`config.mk`:
```
export PLATFORM = sky130hd
export DESIGN_NAME = grid_ray_cast_wall_slice
export DESIGN_NICKNAME = d
export VERILOG_FILES = /design/src/hdl/grcws_pkg.sv /design/src/hdl/grcws_div.sv /design/src/hdl/grcws_dp.sv /design/src/hdl/grcws_ctrl.sv /design/src/hdl/grid_ray_cast_wall_slice.sv
export VERILOG_INCLUDE_DIRS = /design/src /design/src/hdl
export SDC_FILE = /design/constraint.sdc
export NUM_CORES = 2
export LEC_CHECK = 0
export BUFFER_PORTS_ARGS = -buffer_cell sky130_fd_sc_hd__buf_2
export CAP_MARGIN = 20
export CORE_ASPECT_RATIO = 0.75
export CORE_MARGIN = 2
export CORE_UTILIZATION = 55
export DETAILED_ROUTE_END_ITERATION = 10
export PLACE_DENSITY = 0.83
export SLEW_MARGIN = 25
export SYNTH_ARGS = -nofsm -noshare
export SYNTH_HDL_FRONTEND = slang
export SYNTH_SLANG_ARGS = --single-unit
```
`constraint.sdc`:
```
create_clock -name clk -period 15.8 [get_ports clk]
set_clock_uncertainty 0.15 [all_clocks]
set_input_delay 3.95 -clock clk [delete_from_list [all_inputs] [get_ports clk]]
set_output_delay 3.95 -clock clk [all_outputs]
set_load 0.01 [all_outputs]
```
`src/hdl/grid_ray_cast_wall_slice_macros.svh`:
```
// Assertion macros for the grid ray caster modules.
// Needs clk and arst_n in the scope where a macro is used.
`ifndef GRID_RAY_CAST_WALL_SLICE_MACROS_SVH
`define GRID_RAY_CAST_WALL_SLICE_MACROS_SVH

// property checked on every clock edge outside reset
`define GRCWS_ASSERT(lbl, prop, msg) \
	lbl: assert property (@(posedge clk) disable iff (!arst_n) prop) \
		else $error(msg);

// consequence required in the cycle after the antecedent
`define GRCWS_ASSERT_NEXT(lbl, ante, cons, msg) \
	lbl: assert property (@(posedge clk) disable iff (!arst_n) (ante) |=> (cons)) \
		else $error(msg);

`endif

```
`src/hdl/grcws_pkg.sv`:
```
// Shared types and constants of the grid ray caster.
// No dependencies; used by every module of the block.
`default_nettype none
package grcws_pkg;
	localparam int IN_W  = 56;
	localparam int OUT_W = 48;
	localparam int DVD_W = 40;
	localparam int DSR_W = 31;

	localparam logic [11:0] ANG_QUARTER = 12'd1024;
	localparam logic [11:0] ANG_HALF    = 12'd2048;
	localparam logic [11:0] ANG_3QUART  = 12'd3072;

	localparam logic [17:0] POLY_A = 18'd102939;
	localparam logic [17:0] POLY_B = 18'd42155;
	localparam logic [17:0] POLY_C = 18'd4765;
	localparam logic [14:0] ONE_Q14 = 15'd16384;

	localparam logic [16:0] DIST_MAX   = 17'd131071;
	localparam logic [15:0] HEIGHT_MAX = 16'd65535;
	localparam logic [8:0]  WALL_MAX_H = 9'd480;
	localparam logic [9:0]  VIEW_ROWS  = 10'd512;
	// 480*480*128*16384
	localparam logic [DVD_W-1:0] HGT_NUM = 40'd483183820800;
	localparam logic [16:0] TILE = 17'd8192;

	localparam logic [2:0] FACE_DOWN  = 3'd0;
	localparam logic [2:0] FACE_UP    = 3'd1;
	localparam logic [2:0] FACE_RIGHT = 3'd2;
	localparam logic [2:0] FACE_LEFT  = 3'd3;
	localparam logic [2:0] FACE_NONE  = 3'd4;

	// trig polynomial steps
	localparam logic [2:0] TSTEP_X   = 3'd0;
	localparam logic [2:0] TSTEP_SQ  = 3'd1;
	localparam logic [2:0] TSTEP_C   = 3'd2;
	localparam logic [2:0] TSTEP_B   = 3'd3;
	localparam logic [2:0] TSTEP_OUT = 3'd4;

	typedef enum logic [1:0] {TS_SIN_A, TS_COS_A, TS_COS_V} trig_sel_t;
	typedef enum logic [1:0] {DK_OFF, DK_STEP, DK_LEN, DK_HGT} div_kind_t;

	typedef enum logic [3:0] {
		S_IDLE, S_TRIG, S_WINIT, S_WCHK, S_WOFF, S_WSDIV, S_WSTEP, S_WLEN,
		S_PICK, S_FIN, S_HDIV, S_EMIT
	} state_t;

	typedef struct packed {
		logic      load;
		logic      trig_en;
		logic [2:0] trig_step;
		trig_sel_t trig_sel;
		logic      walk_init;
		logic      walk_horiz;
		logic      walk_adv;
		logic      div_start;
		div_kind_t div_kind;
		logic      pick;
		logic      emit;
	} cmd_t;

	typedef struct packed {
		logic walk_ok;
		logic hit;
		logic div_busy;
		logic div_done;
		logic face_none;
		logic hgt_sat;
		logic out_free;
	} sts_t;
endpackage
`default_nettype wire

```
`src/hdl/grcws_div.sv`:
```
// Radix-2 restoring divider, one quotient bit per cycle.
// Uses grcws_pkg for widths.
`default_nettype none
module grcws_div (
	input  logic                        clk,
	input  logic                        arst_n,
	input  logic                        start,
	input  logic [grcws_pkg::DVD_W-1:0] dividend,
	input  logic [grcws_pkg::DSR_W-1:0] divisor,
	output logic                        busy,
	output logic                        done,
	output logic [grcws_pkg::DVD_W-1:0] quot,
	output logic [grcws_pkg::DSR_W-1:0] rem
);
	import grcws_pkg::*;

	localparam int CNT_W = $clog2(DVD_W + 1);

	logic [CNT_W-1:0] cnt_q;
	logic             busy_q, done_q;
	logic [DVD_W-1:0] quo_q;
	logic [DSR_W-1:0] rem_q, dsr_q;
	logic [DSR_W:0]   trial, diff;
	logic             ge;

	assign trial = {rem_q, quo_q[DVD_W-1]};
	assign ge    = trial >= {1'b0, dsr_q};
	assign diff  = trial - {1'b0, dsr_q};

	always_ff @(posedge clk or negedge arst_n) begin
		if (!arst_n) begin
			busy_q <= 1'b0;
			done_q <= 1'b0;
			cnt_q  <= '0;
		end else begin
			done_q <= 1'b0;
			if (start) begin
				busy_q <= 1'b1;
				cnt_q  <= CNT_W'(DVD_W);
			end else if (busy_q) begin
				cnt_q <= cnt_q - 1'b1;
				if (cnt_q == CNT_W'(1)) begin
					busy_q <= 1'b0;
					done_q <= 1'b1;
				end
			end
		end
	end

	always_ff @(posedge clk) begin
		if (start) begin
			quo_q <= dividend;
			rem_q <= '0;
			dsr_q <= divisor;
		end else if (busy_q) begin
			rem_q <= ge ? diff[DSR_W-1:0] : trial[DSR_W-1:0];
			quo_q <= {quo_q[DVD_W-2:0], ge};
		end
	end

	assign busy = busy_q;
	assign done = done_q;
	assign quot = quo_q;
	assign rem  = rem_q;
endmodule
`default_nettype wire

```
`src/hdl/grcws_dp.sv`:
```
// Datapath: trig evaluation, boundary walk, result selection, output register.
// Uses grcws_pkg and instantiates grcws_div.
`default_nettype none
module grcws_dp #(
	parameter int MAP_COLS = 8,
	parameter int MAP_ROWS = 8
) (
	input  logic                        clk,
	input  logic                        arst_n,
	input  grcws_pkg::cmd_t             cmd,
	output grcws_pkg::sts_t             sts,
	input  logic [grcws_pkg::IN_W-1:0]  in_data,
	input  logic                        cfg_we,
	input  logic [63:0]                 cfg_wdata,
	output logic                        m_tvalid,
	input  logic                        m_tready,
	output logic [grcws_pkg::OUT_W-1:0] m_tdata
);
	import grcws_pkg::*;

	// item registers
	logic [15:0] px_q, py_q;
	logic [11:0] ang_q, voff_q;
	logic [63:0] wall_q;

	// trig
	logic signed [15:0] sin_q, cos_q, fc_q;
	logic [16:0] x_q, x2_q;
	logic [17:0] t_q;
	logic        neg_q;
	logic [11:0] trig_ang;
	logic [10:0] rr;
	logic [17:0] mul_a, mul_b;
	logic [35:0] prod;
	logic [17:0] tq;
	logic [16:0] tr;
	logic [14:0] tcap;
	logic signed [15:0] tval;

	// walk
	logic        horiz_q, fwd_q, tn_neg_q, axis_ok_q;
	logic [14:0] mag_m_q, mag_n_q, rem_q, stprem_q;
	logic [15:0] pn_q;
	logic [16:0] d_q;
	logic [31:0] off_q;
	logic [27:0] stp_q;
	logic signed [4:0] check_q;

	// init mux
	logic [15:0] pm_i, pn_i;
	logic signed [15:0] tm_i, tn_i;
	logic        fwd_i, axis_i;

	// hit test
	logic signed [33:0] n_s;
	logic        n_in, c_in, hit;
	logic [2:0]  ncell, cidx, row, col;
	logic [15:0] rsum;
	logic        cy;

	// results
	logic [30:0] hlen_q, vlen_q, lenp;
	logic        hval_q, vval_q, hbet;
	logic [16:0] dist_q;
	logic [2:0]  face_q;
	logic [15:0] height_q;
	logic [8:0]  hclamp;
	logic [9:0]  topw;

	// divider
	div_kind_t        kind_q;
	logic [DVD_W-1:0] dvd, quot;
	logic [DSR_W-1:0] dsr, drem;
	logic             div_busy, div_done;

	// output register
	logic        m_tvalid_q;
	logic [16:0] o_dist_q;
	logic [2:0]  o_face_q;
	logic [15:0] o_height_q;
	logic [8:0]  o_top_q;

	// ---- trig ----
	always_comb begin
		unique case (cmd.trig_sel)
			TS_SIN_A: trig_ang = ang_q;
			TS_COS_A: trig_ang = ang_q + ANG_QUARTER;
			default:  trig_ang = voff_q + ANG_QUARTER;
		endcase
	end
	assign rr = trig_ang[10] ? 11'd1024 - {1'b0, trig_ang[9:0]} : {1'b0, trig_ang[9:0]};

	always_comb begin
		if (cmd.trig_en) begin
			unique case (cmd.trig_step)
				TSTEP_SQ: begin mul_a = {1'b0, x_q};  mul_b = {1'b0, x_q};  end
				TSTEP_C:  begin mul_a = POLY_C;       mul_b = {1'b0, x2_q}; end
				TSTEP_B:  begin mul_a = t_q;          mul_b = {1'b0, x2_q}; end
				default:  begin mul_a = t_q;          mul_b = {1'b0, x_q};  end
			endcase
		end else if (cmd.div_kind == DK_HGT) begin
			mul_a = {1'b0, dist_q};
			mul_b = {3'b0, fc_q[14:0]};
		end else begin
			mul_a = {1'b0, d_q};
			mul_b = {3'b0, mag_n_q};
		end
	end
	assign prod = {18'b0, mul_a} * {18'b0, mul_b};

	assign tq   = 18'(prod[35:16]);
	assign tr   = 17'((tq + 18'd2) >> 2);
	assign tcap = (tr > {2'b0, ONE_Q14}) ? ONE_Q14 : tr[14:0];
	assign tval = neg_q ? -$signed({1'b0, tcap}) : $signed({1'b0, tcap});

	// ---- walk setup ----
	always_comb begin
		if (cmd.walk_horiz) begin
			pm_i   = py_q;
			pn_i   = px_q;
			tm_i   = sin_q;
			tn_i   = cos_q;
			fwd_i  = ang_q < ANG_HALF;
			axis_i = (ang_q != 12'd0) && (ang_q != ANG_HALF);
		end else begin
			pm_i   = px_q;
			pn_i   = py_q;
			tm_i   = cos_q;
			tn_i   = sin_q;
			fwd_i  = (ang_q < ANG_QUARTER) || (ang_q > ANG_3QUART);
			axis_i = (ang_q != ANG_QUARTER) && (ang_q != ANG_3QUART);
		end
	end

	// ---- hit test on the current crossing ----
	assign n_s = tn_neg_q ? $signed({18'b0, pn_q}) - $signed({2'b0, off_q})
	                      : $signed({18'b0, pn_q}) + $signed({2'b0, off_q});
	assign ncell = n_s[15:13];
	assign n_in  = !n_s[33] &&
		(n_s[32:13] < (horiz_q ? 20'(MAP_COLS) : 20'(MAP_ROWS)));
	assign c_in  = !check_q[4] &&
		(check_q[3:0] < (horiz_q ? 4'(MAP_ROWS) : 4'(MAP_COLS)));
	assign cidx  = check_q[2:0];
	assign row   = horiz_q ? cidx : ncell;
	assign col   = horiz_q ? ncell : cidx;
	assign hit   = !(n_in && c_in) || wall_q[{row, col}];

	assign rsum = {1'b0, rem_q} + {1'b0, stprem_q};
	assign cy   = rsum >= {1'b0, mag_m_q};

	// ---- divider ----
	always_comb begin
		unique case (cmd.div_kind)
			DK_OFF:  begin dvd = DVD_W'(prod);              dsr = DSR_W'(mag_m_q); end
			DK_STEP: begin dvd = DVD_W'({mag_n_q, 13'b0});  dsr = DSR_W'(mag_m_q); end
			DK_LEN:  begin dvd = DVD_W'({d_q, 14'b0});      dsr = DSR_W'(mag_m_q); end
			default: begin dvd = HGT_NUM;                   dsr = DSR_W'(prod);    end
		endcase
	end

	grcws_div u_div (
		.clk      (clk),
		.arst_n   (arst_n),
		.start    (cmd.div_start),
		.dividend (dvd),
		.divisor  (dsr),
		.busy     (div_busy),
		.done     (div_done),
		.quot     (quot),
		.rem      (drem)
	);

	// ---- result pick ----
	assign hbet = hval_q && (!vval_q || (hlen_q < vlen_q));
	assign lenp = hbet ? hlen_q : vlen_q;

	assign hclamp = (height_q > {7'b0, WALL_MAX_H}) ? WALL_MAX_H : height_q[8:0];
	assign topw   = VIEW_ROWS - {1'b0, hclamp};

	// ---- control registers ----
	always_ff @(posedge clk or negedge arst_n) begin
		if (!arst_n) begin
			wall_q     <= '0;
			m_tvalid_q <= 1'b0;
			hval_q     <= 1'b0;
			vval_q     <= 1'b0;
		end else begin
			if (cfg_we)
				wall_q <= cfg_wdata;
			if (cmd.emit)
				m_tvalid_q <= 1'b1;
			else if (m_tready)
				m_tvalid_q <= 1'b0;
			if (cmd.load) begin
				hval_q <= 1'b0;
				vval_q <= 1'b0;
			end else if (div_done && kind_q == DK_LEN) begin
				if (horiz_q)
					hval_q <= 1'b1;
				else
					vval_q <= 1'b1;
			end
		end
	end

	// ---- payload registers ----
	always_ff @(posedge clk) begin
		if (cmd.load) begin
			px_q   <= in_data[15:0];
			py_q   <= in_data[31:16];
			ang_q  <= in_data[43:32];
			voff_q <= in_data[55:44];
		end

		if (cmd.trig_en) begin
			unique case (cmd.trig_step)
				TSTEP_X: begin
					x_q   <= {rr, 6'b0};
					neg_q <= trig_ang[11];
				end
				TSTEP_SQ: x2_q <= prod[32:16];
				TSTEP_C:  t_q  <= POLY_B - 18'(prod[35:16]);
				TSTEP_B:  t_q  <= POLY_A - 18'(prod[35:16]);
				default: begin
					unique case (cmd.trig_sel)
						TS_SIN_A: sin_q <= tval;
						TS_COS_A: cos_q <= tval;
						default:  fc_q  <= tval;
					endcase
				end
			endcase
		end

		if (cmd.walk_init) begin
			horiz_q   <= cmd.walk_horiz;
			fwd_q     <= fwd_i;
			axis_ok_q <= axis_i;
			tn_neg_q  <= tn_i[15];
			mag_m_q   <= tm_i[15] ? 15'(-tm_i) : tm_i[14:0];
			mag_n_q   <= tn_i[15] ? 15'(-tn_i) : tn_i[14:0];
			pn_q      <= pn_i;
			d_q       <= fwd_i ? TILE - {4'b0, pm_i[12:0]} : {4'b0, pm_i[12:0]};
			check_q   <= fwd_i ? $signed({2'b0, pm_i[15:13]}) + 5'sd1
			                   : $signed({2'b0, pm_i[15:13]}) - 5'sd1;
		end else if (cmd.walk_adv) begin
			d_q     <= d_q + TILE;
			rem_q   <= cy ? 15'(rsum - {1'b0, mag_m_q}) : rsum[14:0];
			off_q   <= off_q + {4'b0, stp_q} + {31'b0, cy};
			check_q <= fwd_q ? check_q + 5'sd1 : check_q - 5'sd1;
		end

		if (cmd.div_start)
			kind_q <= cmd.div_kind;

		if (div_done) begin
			unique case (kind_q)
				DK_OFF: begin
					off_q <= quot[31:0];
					rem_q <= drem[14:0];
				end
				DK_STEP: begin
					stp_q    <= quot[27:0];
					stprem_q <= drem[14:0];
				end
				DK_LEN: begin
					if (horiz_q)
						hlen_q <= quot[30:0];
					else
						vlen_q <= quot[30:0];
				end
				default: height_q <= (|quot[DVD_W-1:16]) ? HEIGHT_MAX : quot[15:0];
			endcase
		end

		if (cmd.pick) begin
			if (hbet) begin
				face_q <= (ang_q < ANG_HALF) ? FACE_DOWN : FACE_UP;
			end else if (vval_q) begin
				face_q <= ((ang_q < ANG_QUARTER) || (ang_q > ANG_3QUART)) ?
					FACE_RIGHT : FACE_LEFT;
			end else begin
				face_q <= FACE_NONE;
			end
			if (!hval_q && !vval_q) begin
				dist_q   <= DIST_MAX;
				height_q <= '0;
			end else begin
				dist_q   <= (lenp > {14'b0, DIST_MAX}) ? DIST_MAX : lenp[16:0];
				height_q <= HEIGHT_MAX;
			end
		end

		if (cmd.emit) begin
			o_dist_q   <= dist_q;
			o_face_q   <= face_q;
			o_height_q <= height_q;
			o_top_q    <= topw[9:1];
		end
	end

	// ---- status ----
	always_comb begin
		sts.walk_ok   = axis_ok_q && (mag_m_q != '0);
		sts.hit       = hit;
		sts.div_busy  = div_busy;
		sts.div_done  = div_done;
		sts.face_none = face_q == FACE_NONE;
		sts.hgt_sat   = (dist_q == '0) || fc_q[15] || (fc_q == '0);
		sts.out_free  = !m_tvalid_q || m_tready;
	end

	assign m_tvalid = m_tvalid_q;
	assign m_tdata  = {3'b0, o_top_q, o_height_q, o_face_q, o_dist_q};
endmodule
`default_nettype wire

```
`src/hdl/grcws_ctrl.sv`:
```
// Controller state machine sequencing trig, both walks and the slice divide.
// Uses grcws_pkg and the assertion macros header.
`default_nettype none
`include "grid_ray_cast_wall_slice_macros.svh"
module grcws_ctrl (
	input  logic            clk,
	input  logic            arst_n,
	input  logic            s_tvalid,
	output logic            s_tready,
	output grcws_pkg::cmd_t cmd,
	input  grcws_pkg::sts_t sts
);
	import grcws_pkg::*;

	state_t    state_q, state_d;
	logic [2:0] cnt_q, cnt_d;
	trig_sel_t sel_q, sel_d;
	logic      vert_q, vert_d;

	always_ff @(posedge clk or negedge arst_n) begin
		if (!arst_n) begin
			state_q <= S_IDLE;
			cnt_q   <= TSTEP_X;
			sel_q   <= TS_SIN_A;
			vert_q  <= 1'b0;
		end else begin
			state_q <= state_d;
			cnt_q   <= cnt_d;
			sel_q   <= sel_d;
			vert_q  <= vert_d;
		end
	end

	always_comb begin
		state_d        = state_q;
		cnt_d          = cnt_q;
		sel_d          = sel_q;
		vert_d         = vert_q;
		s_tready       = 1'b0;
		cmd            = '0;
		cmd.trig_step  = cnt_q;
		cmd.trig_sel   = sel_q;
		cmd.walk_horiz = !vert_q;
		cmd.div_kind   = DK_OFF;
		unique case (state_q)
			S_IDLE: begin
				s_tready = 1'b1;
				if (s_tvalid) begin
					cmd.load = 1'b1;
					cnt_d    = TSTEP_X;
					sel_d    = TS_SIN_A;
					vert_d   = 1'b0;
					state_d  = S_TRIG;
				end
			end
			S_TRIG: begin
				cmd.trig_en = 1'b1;
				if (cnt_q == TSTEP_OUT) begin
					cnt_d = TSTEP_X;
					unique case (sel_q)
						TS_SIN_A: sel_d = TS_COS_A;
						TS_COS_A: sel_d = TS_COS_V;
						default:  state_d = S_WINIT;
					endcase
				end else begin
					cnt_d = cnt_q + 3'd1;
				end
			end
			S_WINIT: begin
				cmd.walk_init = 1'b1;
				state_d       = S_WCHK;
			end
			S_WCHK: begin
				if (sts.walk_ok) begin
					cmd.div_start = 1'b1;
					cmd.div_kind  = DK_OFF;
					state_d       = S_WOFF;
				end else if (!vert_q) begin
					vert_d  = 1'b1;
					state_d = S_WINIT;
				end else begin
					state_d = S_PICK;
				end
			end
			S_WOFF: begin
				if (sts.div_done) begin
					cmd.div_start = 1'b1;
					cmd.div_kind  = DK_STEP;
					state_d       = S_WSDIV;
				end
			end
			S_WSDIV: begin
				if (sts.div_done)
					state_d = S_WSTEP;
			end
			S_WSTEP: begin
				if (sts.hit) begin
					cmd.div_start = 1'b1;
					cmd.div_kind  = DK_LEN;
					state_d       = S_WLEN;
				end else begin
					cmd.walk_adv = 1'b1;
				end
			end
			S_WLEN: begin
				if (sts.div_done) begin
					if (!vert_q) begin
						vert_d  = 1'b1;
						state_d = S_WINIT;
					end else begin
						state_d = S_PICK;
					end
				end
			end
			S_PICK: begin
				cmd.pick = 1'b1;
				state_d  = S_FIN;
			end
			S_FIN: begin
				if (!sts.face_none && !sts.hgt_sat) begin
					cmd.div_start = 1'b1;
					cmd.div_kind  = DK_HGT;
					state_d       = S_HDIV;
				end else begin
					state_d = S_EMIT;
				end
			end
			S_HDIV: begin
				cmd.div_kind = DK_HGT;
				if (sts.div_done)
					state_d = S_EMIT;
			end
			S_EMIT: begin
				if (sts.out_free) begin
					cmd.emit = 1'b1;
					state_d  = S_IDLE;
				end
			end
			default: state_d = S_IDLE;
		endcase
	end

	`GRCWS_ASSERT(a_div_idle_on_start, cmd.div_start |-> !sts.div_busy, "divider restarted while busy")
	`GRCWS_ASSERT_NEXT(a_div_runs, cmd.div_start, sts.div_busy, "divider did not start")
	`GRCWS_ASSERT(a_emit_free, cmd.emit |-> sts.out_free, "result overwrote pending transfer")
endmodule
`default_nettype wire

```
`src/hdl/grid_ray_cast_wall_slice.sv`:
```
// Grid ray caster, top level: stream ports, wall map register, controller
// and datapath. Depends on grcws_pkg, grcws_ctrl, grcws_dp (with grcws_div).
//
// Casts one ray per input transfer against an 8x8 wall bitmap with 64-unit
// tiles and returns one result transfer: distance to the nearest wall
// crossing (1/128 units, 131071 = none or saturated), the face that was hit,
// the fish-eye corrected wall slice height and its top row on a 512-row
// view. Horizontal and vertical tile boundaries are walked in turn, one
// boundary per cycle, with the cross-axis offset carried incrementally as a
// quotient and remainder. Sine and cosine come from a Q2.14 odd polynomial
// evaluated in five steps on one shared 18x18 multiplier. Every quotient
// goes through one radix-2 divider. Items are processed one at a time:
// load and trig, per walk three divides and the boundaries visited (at most
// 8), then pick, the slice divide and the output register load, so the
// time per ray is bounded by the divider. An axis-aligned walk skips its
// divides. The next ray is accepted while the previous result still waits
// in the output register. The user must write wall_map with cfg_we and
// cfg_wdata (bit row*8+col, 1 = wall) only while no ray is in flight; the
// block itself does not enforce this.
`default_nettype none
module grid_ray_cast_wall_slice #(
	parameter int MAP_COLS = 8,
	parameter int MAP_ROWS = 8
) (
	input  logic        clk,
	input  logic        arst_n,
	// input ray
	input  logic        s_tvalid,
	output logic        s_tready,
	input  logic [55:0] s_tdata,   // pos_x[15:0], pos_y[31:16], ray_angle[43:32],
	                               // view_offset_angle[55:44]
	// result
	output logic        m_tvalid,
	input  logic        m_tready,
	output logic [47:0] m_tdata,   // distance[16:0], hit_face[19:17],
	                               // slice_height[35:20], slice_top[44:36], zero[47:45]
	// wall map register
	input  logic        cfg_we,
	input  logic [63:0] cfg_wdata
);
	import grcws_pkg::*;

	cmd_t cmd;
	sts_t sts;

	// sequencer: trig, two walks, slice divide, emit
	grcws_ctrl u_ctrl (
		.clk      (clk),
		.arst_n   (arst_n),
		.s_tvalid (s_tvalid),
		.s_tready (s_tready),
		.cmd      (cmd),
		.sts      (sts)
	);

	// all arithmetic, the wall map and the output register
	grcws_dp #(
		.MAP_COLS (MAP_COLS),
		.MAP_ROWS (MAP_ROWS)
	) u_dp (
		.clk       (clk),
		.arst_n    (arst_n),
		.cmd       (cmd),
		.sts       (sts),
		.in_data   (s_tdata),
		.cfg_we    (cfg_we),
		.cfg_wdata (cfg_wdata),
		.m_tvalid  (m_tvalid),
		.m_tready  (m_tready),
		.m_tdata   (m_tdata)
	);
endmodule
`default_nettype wire
```
After elaboration in Yosys (flattened, before gate mapping)

Cells that the tools add are included.

$add $sub $neg: 25
$mul: 1
$lt $le $gt $ge: 12
Equality and inequality tests: 39
Multiplexer cells: 112
Bitwise gates (word level): 3
Reductions and logical operators: 66

Operator list:

| cell                                                             | count |
|---|---|
| 2-to-1 mux 16 bit                                                | 10 |
| 2-to-1 mux 15 bit                                                | 10 |
| 2-to-1 mux 32 bit                                                | 4 |
| case mux 39 bit (3 select lines)                                 | 1 |
| 2-to-1 mux 17 bit                                                | 5 |
| 2-to-1 mux 40 bit                                                | 2 |
| case mux 18 bit (2 select lines)                                 | 2 |
| 2-to-1 mux 31 bit                                                | 2 |
| case mux 4 bit (12 select lines)                                 | 1 |
| 2-to-1 mux 4 bit                                                 | 11 |
| multiplier 18 x 18 -> 36 bit                                     | 1 |
| 2-to-1 mux 18 bit                                                | 2 |
| 2-to-1 mux 34 bit                                                | 1 |
| adder 16 x 32 -> 33 bit                                          | 1 |
| 2-to-1 mux 1 bit                                                 | 33 |
| subtractor 16 x 32 -> 33 bit                                     | 1 |
| adder 32 x 1 -> 32 bit                                           | 1 |
| adder 32 x 28 -> 32 bit                                          | 1 |
| greater-or-equal comparator 32 x 31 -> 1 bit                     | 1 |
| greater-than comparator 31 x 17 -> 1 bit (second input constant) | 1 |
| less-than comparator 31 bit                                      | 1 |
| subtractor 31 bit                                                | 1 |
| 2-to-1 mux 3 bit                                                 | 10 |
| negator 15 bit                                                   | 2 |
| 74 further kinds                                                 | 153 |

Register bits after elaboration: 645
Bits of input ports: 125
Output and inout port bits: 50
Word-level logic and storage cells: 308

Longest topological paths before layout

Depth after elaboration: 18
Gate-level depth with buffers: 62
Gate-level depth less buffers: 55

Hierarchy

From an unflattened synthesis, not the netlist that was laid out.

Cells, all modules: 4723
Area, all modules: 47256.6 µm²

Modules (own cells, without submodules):

| module     | times used | cells an instance | area each (µm²) | seq. area each (µm²) |
|---|---|---|---|---|
| grcws_dp   | 1          | 4017              | 40168.5         | 14959.3 |
| grcws_div  | 1          | 608               | 6284.8          | 2952.8 |
| grcws_ctrl | 1          | 98                | 803.3           | 250.2 |

Worst setup path before layout

OpenSTA, ideal clock, no wires.

Path type: register to register
Start point: register u_dp.off_q[8]
End point: register u_dp.cos_q[12] (data pin)
Setup time: 0.274 ns
Data arrival time: 13.692 ns
Required time: 15.376 ns
Setup slack: 1.684 ns
Stages on the path, launching flop included: 59
Path buffers: 7
Period minus slack after synthesis: 14.116 ns
Cell sequence: dfxtp_1 -> inv_1 -> ha_1 -> a21o_1 -> a2111oi_0 -> o211ai_1 -> and3_1 -> or4_1 -> clkbuf_1 -> a31oi_1 -> buf_2 -> mux2_2 -> a221oi_1 -> nand4_1 -> nand3_1 -> nand2_1 -> nand2_1 -> ha_1 -> [23 not listed] -> and2_1 -> clkbuf_1 -> ha_1 -> nor2b_1 -> nand2_1 -> o211ai_1 -> nand3_2 -> nor3_4 -> and3_1 -> or4b_1 -> a211oi_2 -> a21oi_2 -> nand2b_1 -> ha_1 -> inv_1 -> a21oi_1 -> and3_1 -> or3_1

RTL lines:

| what                     | RTL line        | text |
|---|---|---|
| start: declaration       | grcws_dp.sv:45  | `logic [31:0] off_q;` |
| start signal: assignment | grcws_dp.sv:248 | `off_q <= off_q + {4'b0, stp_q} + {31'b0, cy};` |
| start signal: assignment | grcws_dp.sv:258 | `off_q <= quot[31:0];` |
| end signal: assignment   | grcws_dp.sv:227 | `TS_COS_A: cos_q <= tval;` |
| end: declaration         | grcws_dp.sv:27  | `logic signed [15:0] sin_q, cos_q, fc_q;` |

==> results.toml <==
[outcome]
status = "completed"

[pwr]
power_density_nw_per_um2 = 67.1
fin_total_pwr_mw = 3.46
p_leak_nw = 22.7
ir_drop_v = 0.0000871

[die]
design.core.area_um2 = 84100
top_ports = 175
fp.dieArea_um2 = 87500
dieHeight_um = 257
rows = 92
effective_utilization_at_floorplan_pct = 55.6
floorplan.die.width_um = 341

[synthesis]
synthCells = 4631
synth_cell_type_count = 102
synth-async-reset-ratio_pct = 13.2
number_of_synthesized_flops_with_an_enable_pin = 482
yosysSeqAreaShare_pct = 38.8
synth.cell_area_um2 = 46800
synth.ff_latch_count = 645
synthMostInstantiatedCell = "sky130_fd_sc_hd__inv_1"
synth_largest_type_area_fraction_pct = 30.9
synth_top_cell_by_area = "sky130_fd_sc_hd__edfxtp_1"
warnings_from_yosys = 0
synthTopCellsByArea = "sky130_fd_sc_hd__edfxtp_1 (31%), sky130_fd_sc_hd__fa_1 (11%), sky130_fd_sc_hd__ha_1 (8.2%)"
synth_commonest_cells = "sky130_fd_sc_hd__inv_1 (538), sky130_fd_sc_hd__edfxtp_1 (482), sky130_fd_sc_hd__nor2_1 (462)"
synthFlopType = "sky130_fd_sc_hd__edfxtp_1"
syn_area_per_cell_um2 = 10.1

[setup_path]
timing.critical_path.arrival_ns = 15.61
start_kind = "flop"
end_kind = "flop"
slowest_delay_ns = 0.56
crit_fanout = 23
slowest_stage = "sky130_fd_sc_hd__fa_1"
setup.worst_path.class = "reg2reg"
critPathRequiredTime_ns = 16.06

[finish]
area_growth_syn_to_fin_pct = 10.1
instances_no_fill = 5977
layout.filler_cells = 6673
final_cell_area_um2 = 51500
drive_above_1_share_pct = 12.3
nNetsFinal = 5473
layout.core_utilization_pct = 61.2

[sta]
tightest_slew_ns = 1.03
whs_ns = 0.303
finalMaxSlewViolations = 0
timing.setup.tns_ns = 0
final-hold-violation-count = 0
final.min_clock_period_ns = 15.35
period_share_pct = 97.1
layout_setup_ws_ns = 0.451
max_freq_mhz = 65.2
setup-violations-final = 0
slew_headroom_pct = 31.2

[drt]
drt.antenna.violating_nets = 0
drtPass1Iterations = 8
route.detailed.drc = 0
detail_route.wl_per_cell_um = 23.5
vias_per_cell = 6.26
num_vias = 37433
detail_route.iter0.violations = 5374
drt-total-wl_um = 140000

[global_routing]
grt.overflow.total = 0
grt_pass1_wl_um = 212000
grt_antenna_before_repair = 6
groute.usage.overall_pct = 31.6
grt_pass1_vias = 35474
grt_max_degree = 79

[clocking]
cts_made_buffers = 60
cts.clk_slew.worst_paths_ns = 0.07
clk_path_buf_depth = 3
clock-root-buffer = "sky130_fd_sc_hd__clkbuf_16"
cts_sinks = 645
tritoncts = "built"
cts.htree.levels = 2
worst_skew_pair.late_latency_ns = 0.69

[worst_hold_path]
min_path_type = "reg2reg"

[placement]
preCtsSetupSlack_ns = 0.115
placement.cell_area_um2 = 49200
gpl.final_weighted_congestion = 1.00
port-buffer-count = 171
detailed_place_hpwl_um = 107000
dp.cells = 5847

[flow_run]
cap_viol_max_count = 0
-- layer usage --
metal	vias up	share of wire [%]	global-route usage, %
met3	346	15	9.99
met1	18055	40	46.7
met2	2473	41	43.9
met5	-	0.0093	0
met4	2	3.5	9.96
li1	16557	-	-
-- what timing repair did --
item                       4_1_cts  5_1_grt
setup endpoints to repair        0       42
gates resized for setup          0       25
setup buffers                    0       14
hold buffers                     0        0
-- worst max-delay path: cells and delay by family, from the launching register on --
family	cells	cell delay [ns]
fa+ha+maj	11	4.69
simple gates	19	4.35
compound gates	15	3.98
buf+inv	10	1.27
flops	1	0.39
mux	1	0.16
-- cell usage in the layout (no fill, tap or decap), types with 107 or more instances in the layout --
cell type                  synthesis  routed
sky130_fd_sc_hd__o21ai_0         147     145
sky130_fd_sc_hd__edfxtp_1        482     482
sky130_fd_sc_hd__a21oi_1         216     210
sky130_fd_sc_hd__buf_2            13     170
sky130_fd_sc_hd__nand2_1         375     375
sky130_fd_sc_hd__nor2_1          462     460
sky130_fd_sc_hd__ha_1            306     305
sky130_fd_sc_hd__inv_1           538     536
sky130_fd_sc_hd__mux2i_1         158     158
sky130_fd_sc_hd__xnor2_1         124     124
sky130_fd_sc_hd__buf_4             9     113
sky130_fd_sc_hd__mux2_2          107     107
sky130_fd_sc_hd__fa_1            247     247
-- report_power, final --
group	switching, mW	internal (mW)	total (mW)	leakage (nW)
clock network	0.695	0.874	1.57	1.02
registers	0.0142	1.82	1.83	5.70
logic	0.0232	0.0333	0.0566	16.0
total	0.732	2.72	3.46	22.7
-- cell families after synthesis --
| group | synth area share [%] |
|---|---|
| adder cells (fa/ha/maj) | 18.7 |
| other | 0.00801 |
| multiplexers | 6.79 |
| AO/OA/AOI/OAI | 12.9 |
| flip-flops | 38.8 |
| AND/OR/NAND/NOR | 13.1 |
| XOR/XNOR | 3.72 |
| buffers and inverters | 5.94 |
-- final cells by class --
cell class	instances	area (µm²)	share of cell area [%]
Antenna cell	2	5.00	0.00971
Multi-Input combinational cell	3260	26100	50.6
Timing Repair Buffer	285	1730	3.36
Clock buffer	78	1640	3.18
Sequential cell	645	18200	35.3
Inverter	543	2040	3.96
Clock inverter	36	478	0.928
Tap cell	1128	1410	2.74
-- registers in the layout, summed over array words and instances, names as in the netlist, 17 cells and up --
name / cells
u_dp.wall_q: 64
u_dp.u_div.quot: 40
u_dp.off_q: 32
u_dp.hlen_q: 31
u_dp.u_div.dsr_q: 31
u_dp.u_div.rem: 31
u_dp.vlen_q: 31
u_dp.stp_q: 28
u_dp.t_q: 18
u_dp.d_q: 17
u_dp.dist_q: 17
u_dp.o_dist_q: 17
u_dp.x2_q: 17
-- worst paths after layout --
path | from | endpoint | slack (ns) | cells after the start
max in group asynchronous | arst_n | u_ctrl.vert_q | 11.24 | 2
hold reg to reg | u_dp.height_q[10] | u_dp.o_height_q[10] | 0.30 | 0
hold / removal | u_dp.height_q[10] | u_dp.o_height_q[10] | 0.30 | 0
min in group asynchronous | arst_n | u_dp.wall_q[43] | 3.12 | 1
setup reg to reg | u_dp.off_q[8] | u_dp.cos_q[12] | 0.45 | 56
setup / recovery | u_dp.off_q[8] | u_dp.cos_q[12] | 0.45 | 56
No activity file was read; power rests on OpenSTA's default activity.
